File: src/hdl/sspq_pkg.sv
// ----------------------------------------------------------------------------
// sspq_pkg
// shared types, widths and codes for the sorted size priority queue
// ----------------------------------------------------------------------------
package sspq_pkg;

  localparam int DEPTH = 16;
  localparam int KEY_W = 32;
  localparam int TAG_W = 16;
  localparam int CMD_W = 3;
  localparam int CNT_W = $clog2(DEPTH + 1);

  // input word layout, lowest bit first
  localparam int IN_CMD_LO = 0;
  localparam int IN_KEY_LO = IN_CMD_LO + CMD_W;
  localparam int IN_TAG_LO = IN_KEY_LO + KEY_W;
  localparam int IN_USED   = IN_TAG_LO + TAG_W;
  localparam int IN_W      = ((IN_USED + 7) / 8) * 8;

  // output word layout, lowest bit first
  localparam int OUT_USED = 1 + KEY_W + TAG_W + CNT_W + 1;
  localparam int OUT_W    = ((OUT_USED + 7) / 8) * 8;

  typedef enum logic [CMD_W-1:0] {
    CMD_INSERT     = 3'd0,
    CMD_POP_FIRST  = 3'd1,
    CMD_POP_SECOND = 3'd2,
    CMD_COUNT      = 3'd3,
    CMD_CLEAR      = 3'd4
  } cmd_t;

  typedef enum logic {
    ST_IDLE,
    ST_EXEC
  } state_t;

  typedef struct packed {
    logic capture;
    logic execute;
  } dp_ctrl_t;

endpackage

File: src/hdl/sspq_datapath.sv
// ----------------------------------------------------------------------------
// sspq_datapath
// command register, sorted slot shift register and result register
// ----------------------------------------------------------------------------
module sspq_datapath (
  input  logic                        clk,
  input  logic                        rst,
  input  sspq_pkg::dp_ctrl_t          ctrl,
  input  logic [sspq_pkg::IN_W-1:0]   s_data,
  output logic [sspq_pkg::OUT_W-1:0]  m_data
);
  import sspq_pkg::*;

  cmd_t             in_cmd;
  logic [KEY_W-1:0] in_key;
  logic [TAG_W-1:0] in_tag;

  logic [KEY_W-1:0] slot_key [DEPTH];
  logic [TAG_W-1:0] slot_tag [DEPTH];
  logic [CNT_W-1:0] held;
  logic [CNT_W-1:0] held_next;

  logic             res_found;
  logic [KEY_W-1:0] res_key;
  logic [TAG_W-1:0] res_tag;
  logic [CNT_W-1:0] res_count;
  logic             res_ovf;

  logic [DEPTH-1:0] at_or_after;   // slot lies at or behind the insert point
  logic             full;
  logic             do_ins;
  logic             do_pop1;
  logic             do_pop2;
  logic             do_ovf;
  logic             pop_pos;       // 0 largest, 1 second largest

  always_ff @(posedge clk) begin
    if (ctrl.capture) begin
      in_cmd <= cmd_t'(s_data[IN_CMD_LO +: CMD_W]);
      in_key <= s_data[IN_KEY_LO +: KEY_W];
      in_tag <= s_data[IN_TAG_LO +: TAG_W];
    end
  end

  // every slot compares against the new key at once
  always_comb begin
    for (int i = 0; i < DEPTH; i++) begin
      if (CNT_W'(i) < held) begin
        at_or_after[i] = slot_key[i] < in_key;
      end else begin
        at_or_after[i] = 1'b1;
      end
    end
  end

  always_comb begin
    full    = (held == CNT_W'(DEPTH));
    do_ins  = ctrl.execute && (in_cmd == CMD_INSERT) && !full;
    do_ovf  = ctrl.execute && (in_cmd == CMD_INSERT) && full;
    do_pop1 = ctrl.execute && (in_cmd == CMD_POP_FIRST) && (held != '0);
    do_pop2 = ctrl.execute && (in_cmd == CMD_POP_SECOND) && (held > CNT_W'(1));
    pop_pos = do_pop2;
    held_next = held;
    if (ctrl.execute) begin
      if (in_cmd == CMD_CLEAR) begin
        held_next = '0;
      end else if (do_ins) begin
        held_next = held + CNT_W'(1);
      end else if (do_pop1 || do_pop2) begin
        held_next = held - CNT_W'(1);
      end
    end
  end

  always_ff @(posedge clk) begin
    if (rst) begin
      held <= '0;
    end else begin
      held <= held_next;
    end
  end

  // slot update: open a gap for an insert, close one after a pop
  always_ff @(posedge clk) begin
    for (int i = 0; i < DEPTH; i++) begin
      if (do_ins && at_or_after[i]) begin
        if (i == 0) begin
          slot_key[i] <= in_key;
          slot_tag[i] <= in_tag;
        end else if (!at_or_after[(i == 0) ? 0 : i - 1]) begin
          slot_key[i] <= in_key;
          slot_tag[i] <= in_tag;
        end else begin
          slot_key[i] <= slot_key[(i == 0) ? 0 : i - 1];
          slot_tag[i] <= slot_tag[(i == 0) ? 0 : i - 1];
        end
      end else if ((do_pop1 || do_pop2) && (i < DEPTH - 1)
                   && ((i != 0) || !pop_pos)) begin
        slot_key[i] <= slot_key[(i < DEPTH - 1) ? i + 1 : i];
        slot_tag[i] <= slot_tag[(i < DEPTH - 1) ? i + 1 : i];
      end
    end
  end

  always_ff @(posedge clk) begin
    if (ctrl.execute) begin
      res_found <= do_pop1 || do_pop2;
      res_ovf   <= do_ovf;
      res_count <= held_next;
      if (do_pop1 || do_pop2) begin
        res_key <= pop_pos ? slot_key[1] : slot_key[0];
        res_tag <= pop_pos ? slot_tag[1] : slot_tag[0];
      end else begin
        res_key <= '0;
        res_tag <= '0;
      end
    end
  end

  assign m_data = {{(OUT_W - OUT_USED){1'b0}}, res_ovf, res_count, res_tag, res_key,
                   res_found};

endmodule

File: src/hdl/sspq_ctrl.sv
// ----------------------------------------------------------------------------
// sspq_ctrl
// sequencer for capture and execute, and the result valid flag
// ----------------------------------------------------------------------------
module sspq_ctrl (
  input  logic               clk,
  input  logic               rst,
  input  logic               s_tvalid,
  output logic               s_tready,
  output logic               m_tvalid,
  input  logic               m_tready,
  output sspq_pkg::dp_ctrl_t ctrl
);
  import sspq_pkg::*;

  state_t state;
  state_t state_next;
  logic   out_valid;
  logic   out_valid_next;

  always_ff @(posedge clk) begin
    if (rst) begin
      state     <= ST_IDLE;
      out_valid <= 1'b0;
    end else begin
      state     <= state_next;
      out_valid <= out_valid_next;
    end
  end

  always_comb begin
    state_next     = state;
    s_tready       = 1'b0;
    ctrl.capture   = 1'b0;
    ctrl.execute   = 1'b0;
    out_valid_next = out_valid && !m_tready;
    case (state)
      ST_IDLE: begin
        s_tready = 1'b1;
        if (s_tvalid) begin
          ctrl.capture = 1'b1;
          state_next   = ST_EXEC;
        end
      end
      ST_EXEC: begin
        // result register must be free or emptying this cycle
        if (!out_valid || m_tready) begin
          ctrl.execute   = 1'b1;
          out_valid_next = 1'b1;
          state_next     = ST_IDLE;
        end
      end
      default: begin
        state_next = ST_IDLE;
      end
    endcase
  end

  assign m_tvalid = out_valid;

endmodule

File: src/hdl/sorted_size_priority_queue.sv
// ----------------------------------------------------------------------------
// sorted_size_priority_queue
// sorted queue of (size key, tag) entries, largest key first, with insert,
// pop largest, pop second largest, count and clear commands
// ----------------------------------------------------------------------------
//
//  channel | direction | word contents (lowest bit first)
//  --------+-----------+---------------------------------------------------
//  s_*     | in        | command[2:0], item_key[31:0], item_tag[15:0], pad
//  m_*     | out       | found, out_key[31:0], out_tag[15:0],
//          |           | entry_count[4:0], overflow, pad
//
// each command is handled in order: the word is registered, then the
// slot shift register compares every slot in parallel and shifts
// a command word is taken while an earlier result still waits in the
// output register; execution waits only if that register is still full
// rst is synchronous: queue empty, no result pending; slot contents are
// not cleared and are never read before being written
// every command gives exactly one result word
//
module sorted_size_priority_queue (
  input  logic                        clk,
  input  logic                        rst,
  // slave side
  input  logic                        s_tvalid,
  output logic                        s_tready,
  input  logic [sspq_pkg::IN_W-1:0]   s_tdata,   // command, item_key, item_tag
  // master side
  output logic                        m_tvalid,
  input  logic                        m_tready,
  output logic [sspq_pkg::OUT_W-1:0]  m_tdata    // found, out_key, out_tag,
                                                 // entry_count, overflow
);
  import sspq_pkg::*;

  dp_ctrl_t ctrl;   // capture and execute strobes

  sspq_ctrl u_ctrl (
    .clk      (clk),
    .rst      (rst),
    .s_tvalid (s_tvalid),
    .s_tready (s_tready),
    .m_tvalid (m_tvalid),
    .m_tready (m_tready),
    .ctrl     (ctrl)
  );

  // slots, count and result register
  sspq_datapath u_datapath (
    .clk    (clk),
    .rst    (rst),
    .ctrl   (ctrl),
    .s_data (s_tdata),
    .m_data (m_tdata)
  );

endmodule

File: config.mk
export PLATFORM = sky130hd
export DESIGN_NAME = sorted_size_priority_queue
export DESIGN_NICKNAME = d
export VERILOG_FILES = /design/src/hdl/sspq_pkg.sv /design/src/hdl/sspq_datapath.sv /design/src/hdl/sspq_ctrl.sv /design/src/hdl/sorted_size_priority_queue.sv
export SDC_FILE = /design/constraint.sdc
export NUM_CORES = 2
export LEC_CHECK = 0
export ABC_CLOCK_PERIOD_IN_PS = 15400
export BUFFER_PORTS_ARGS = -buffer_cell sky130_fd_sc_hd__buf_2
export CAP_MARGIN = 20
export CORE_MARGIN = 2
export CORE_UTILIZATION = 60
export CTS_CLUSTER_DIAMETER = 50
export DETAILED_ROUTE_END_ITERATION = 10
export PLACE_DENSITY = 0.75
export SLEW_MARGIN = 20
export SYNTH_ARGS = -nofsm -noshare
export SYNTH_HDL_FRONTEND = slang
export SYNTH_SLANG_ARGS = --single-unit
File: constraint.sdc
create_clock -name clk -period 15.4 [get_ports clk]
set_input_delay 2.31 -clock clk [delete_from_list [all_inputs] [get_ports clk]]
set_output_delay 2.31 -clock clk [all_outputs]
set_load 0.02 [all_outputs]
==> key figures <==
Synth
  • Yosys cell types: 78
  • Cell taking the most area after synthesis: edfxtp_1
  • Most frequent cells after synthesis: edfxtp_1 (874), ha_1 (499), nand2_1 (456)
  • Post-synth top area share: 0.503
  • Count leader, synth: edfxtp_1
  • Sequential area share after synthesis: 0.506
  • Main area contributors after synthesis: edfxtp_1 (50%), ha_1 (12%), mux2i_1 (5.4%)
  • #FFs+latches synth: 881
  • Synth Instances: 4,672
  • Netlist Area Pre-Place: 0.0522 mm2
  • Post-synth ARST share: 0
  • Mapped Nets: 5,231
  • Syn. warnings: 0
  • Syn Area/Cell: 11.2 um2
  • Number of synthesized flops with an enable pin: 874
  • Synth Flop Type: edfxtp_1

Min path
  • Min-delay worst type: reg -> reg

Timing
  • Period utilisation layout: 0.397
  • Max Clock Freq: 0.164 GHz
  • Setup TNS: 0 ns
  • Slack of the critical path: 9.29 ns
  • Slew @ Worst Pin: 1.07 ns
  • RSZ-0062 raised after global routing: no
  • Max-slew violations: 0
  • Crit path time final: 6.11 ns
  • Clock Skews: 0.0270 ns
  • Max-slew headroom: 0.285
  • Final hold violation count: 0
  • # setup viols final: 0

Pwr
  • Clock power share: 0.437
  • Sw Pwr: 1.49 mW
  • Sequential share of power: 0.472
  • Int Pwr: 4.43 mW
  • PD cells: 104 mW/mm2
  • Sw Ratio: 0.251
  • Leakage: 22.1 nW
  • Worst vdd ir: 0.0979 mV
  • Combinational share of power: 0.091

Setup path
  • Arrival @ worst endpoint: 6.56 ns
  • Critical path capture point type: flip-flop
  • Max incr delay on CP: 0.88 ns
  • R2R setup slack: 9.79 ns
  • Worst path cell trace: buf_2 > nor2b_1 > nor4b_1 > and2_2 > buf_4 > nor2_4 > inv_8 > buf_12 > buf_4 > nor2_2 > a21o_1
  • Critical Path Fanout Max: 200
  • Crit Path Class: in -> reg
  • Worst EP required: 15.85 ns
  • Startpoint type of the worst setup path: input port
  • CP max stage cell: buf_4
  • Top cell by count, worst path: buf_4

Clocking
  • Clock-pin transition on the worst setup and hold timing paths: 0.06 ns
  • Postcts setup bufs: 0
  • Clock Tree Buf Depth: 3
  • TritonCTS buffer count: 109
  • Post-cts resize count: 0
  • CTS root buf: clkbuf_16
  • Worst skew pair latency: 0.70 ns
  • # hold bufs at CTS: 0
  • H-tree levels: 3
  • CTS Sinks: 881
  • TritonCTS clock tree: built

Final layout
  • Area Overhead vs Synth: 9.39%
  • Antenna fix cells: 0
  • Area of the multi-input gates: 0.0242 mm2
  • Layout cells sized above 1: 0.0951
  • # nets final: 5,199
  • Fillers: 6,644
  • Final core utilization: 0.660
  • Reg area: 0.0264 mm2

Die
  • Core region area: 0.0865 mm2
  • Site Rows: 108
  • Chip Width: 299 um
  • Die area: 0.0893 mm2
  • Io pins: 118
  • Chip Height: 299 um
  • Initial Util: 0.603

GRT
  • Pin count of the biggest net entering global routing: 201
  • Vias in the first global route: 40,100
  • First-pass GRT wire length: 227,000 um
  • GRT Total Usage: 0.323
  • Global route overflow: 0
  • Initial antenna violation count: 0

Place
  • Setup Slack @ Placement: 8.76 ns
  • Gpl congestion: 0.903
  • Input/output buffers: 111
  • DP HPWL: 101,000 um

Run status
  • Status: completed

Routing
  • Wirelength per Cell: 25.0 um
  • Routed via count: 40,000
  • Iteration-0 DRC Markers: 3,706
  • Routed Antenna Nets: 0
  • Via-to-Cell Ratio: 6.79
  • Drt drc: 0
  • Aggregate routed wire length: 147,000 um
  • DR pass1 iterations: 6

Run
  • Max Cap Violations: 0
-- worst paths after layout --
| kind | from | to | cells after the start |
|---|---|---|---|
| min reg2reg | u_datapath.slot_tag[0][9] | u_datapath.res_tag[9] | 1 |
| min | u_datapath.slot_tag[0][9] | u_datapath.res_tag[9] | 1 |
| max | m_tready | u_datapath.slot_tag[2][21] | 11 |
| max reg2reg | u_datapath.in_key[17] | u_datapath.slot_tag[5][9] | 12 |
-- cell usage in the layout (no fill, tap or decap), types with 8 or more instances in the layout --
master      instances
a221oi_1           16
mux2_2             17
clkinv_1           14
clkbuf_16         109
nand2_1           446
clkbuf_1           18
buf_2             111
edfxtp_1          874
a22o_1             98
o21ai_0           414
and4_1             22
o21ai_1            21
inv_1              37
a22oi_1           168
bufinv_16          10
clkinv_4           10
ha_1              499
a31oi_1            55
nand2_2             9
nor2b_1             9
nor3b_1             8
a2111oi_0           9
nand4_1            61
a21oi_1           335
nand2b_1           14
a221o_1           121
a21o_1             74
o31ai_1           105
buf_4              86
nand3_1            82
o21a_1             17
mux2i_1           284
inv_6              10
nor2_1            338
o211ai_1           17
nor3_1             26
clkinv_2           16
clkinvlp_4         15
a211oi_1           22
-- flip-flops by register name, indices dropped and copies added (netlist names), 3 cells and up --
name / count
u_datapath.held: 5
u_datapath.in_cmd: 3
u_datapath.in_key: 32
u_datapath.in_tag: 16
u_datapath.res_count: 5
u_datapath.res_key: 32
u_datapath.res_tag: 16
u_datapath.slot_key: 512
u_datapath.slot_tag: 256
-- layer usage --
layer  vias to the layer above  GRT usage  share of wire
li1                      18200          -              -
met1                     19600      0.387           0.38
met2                      1784      0.568           0.51
met3                       470     0.0371          0.057
met4                         0      0.182          0.059
met5                         -          0              0
-- final cells by class --
class                   instances  area share
clock buffers                 129      0.0495
clock inverters                75      0.0138
inverters                      44     0.00302
multi-input cells            3404       0.424
flip-flops and latches        881       0.462
well taps                    1155      0.0253
repair buffers                200      0.0221
-- power groups by stage --
stage | Combinational, mW | Sequential (mW) | Clock (mW)
3_5_place_dp | 0.529 | 2.84 | 0
2_1_floorplan | 0.380 | 2.81 | 0
3_3_place_gp | 0.501 | 2.84 | 0
5_1_grt | 0.600 | 2.79 | 2.69
4_1_cts | 0.534 | 2.79 | 2.61
6_report | 0.538 | 2.79 | 2.58
-- worst max-delay path, delay by kind of cell --
family                 cells  cell delay (ns)
and+or+nand+nor            5             1.15
buffers and inverters      5             2.48
AOI/OAI and AO/OA          1             0.25
-- kinds of logic (layout without fill, tap and decap cells) --
kind of cell	after synthesis	in the layout	synth area share
other	1	1	0.0000719
AND/OR/NAND/NOR	1074	1074	0.0904
buffers and inverters	387	448	0.0337
AO/OA/AOI/OAI	1526	1526	0.192
multiplexers	301	301	0.0581
flip-flops	881	881	0.506
adder cells (fa/ha/maj)	499	499	0.120
XOR/XNOR	3	3	0.000504
-- through the flow --
stage	hold slack, ns	cells	power (mW)	cell area, um2
5_1_grt	0.585	5888	6.09	57100
3_5_place_dp	0.548	5684	3.37	53500
2_1_floorplan	0.502	4672	3.19	52200
4_1_cts	0.564	5888	5.93	57100
6_report	0.565	5888	5.91	57100
3_3_place_gp	0.534	5683	3.34	53500
(Power assumes the default switching activity.)
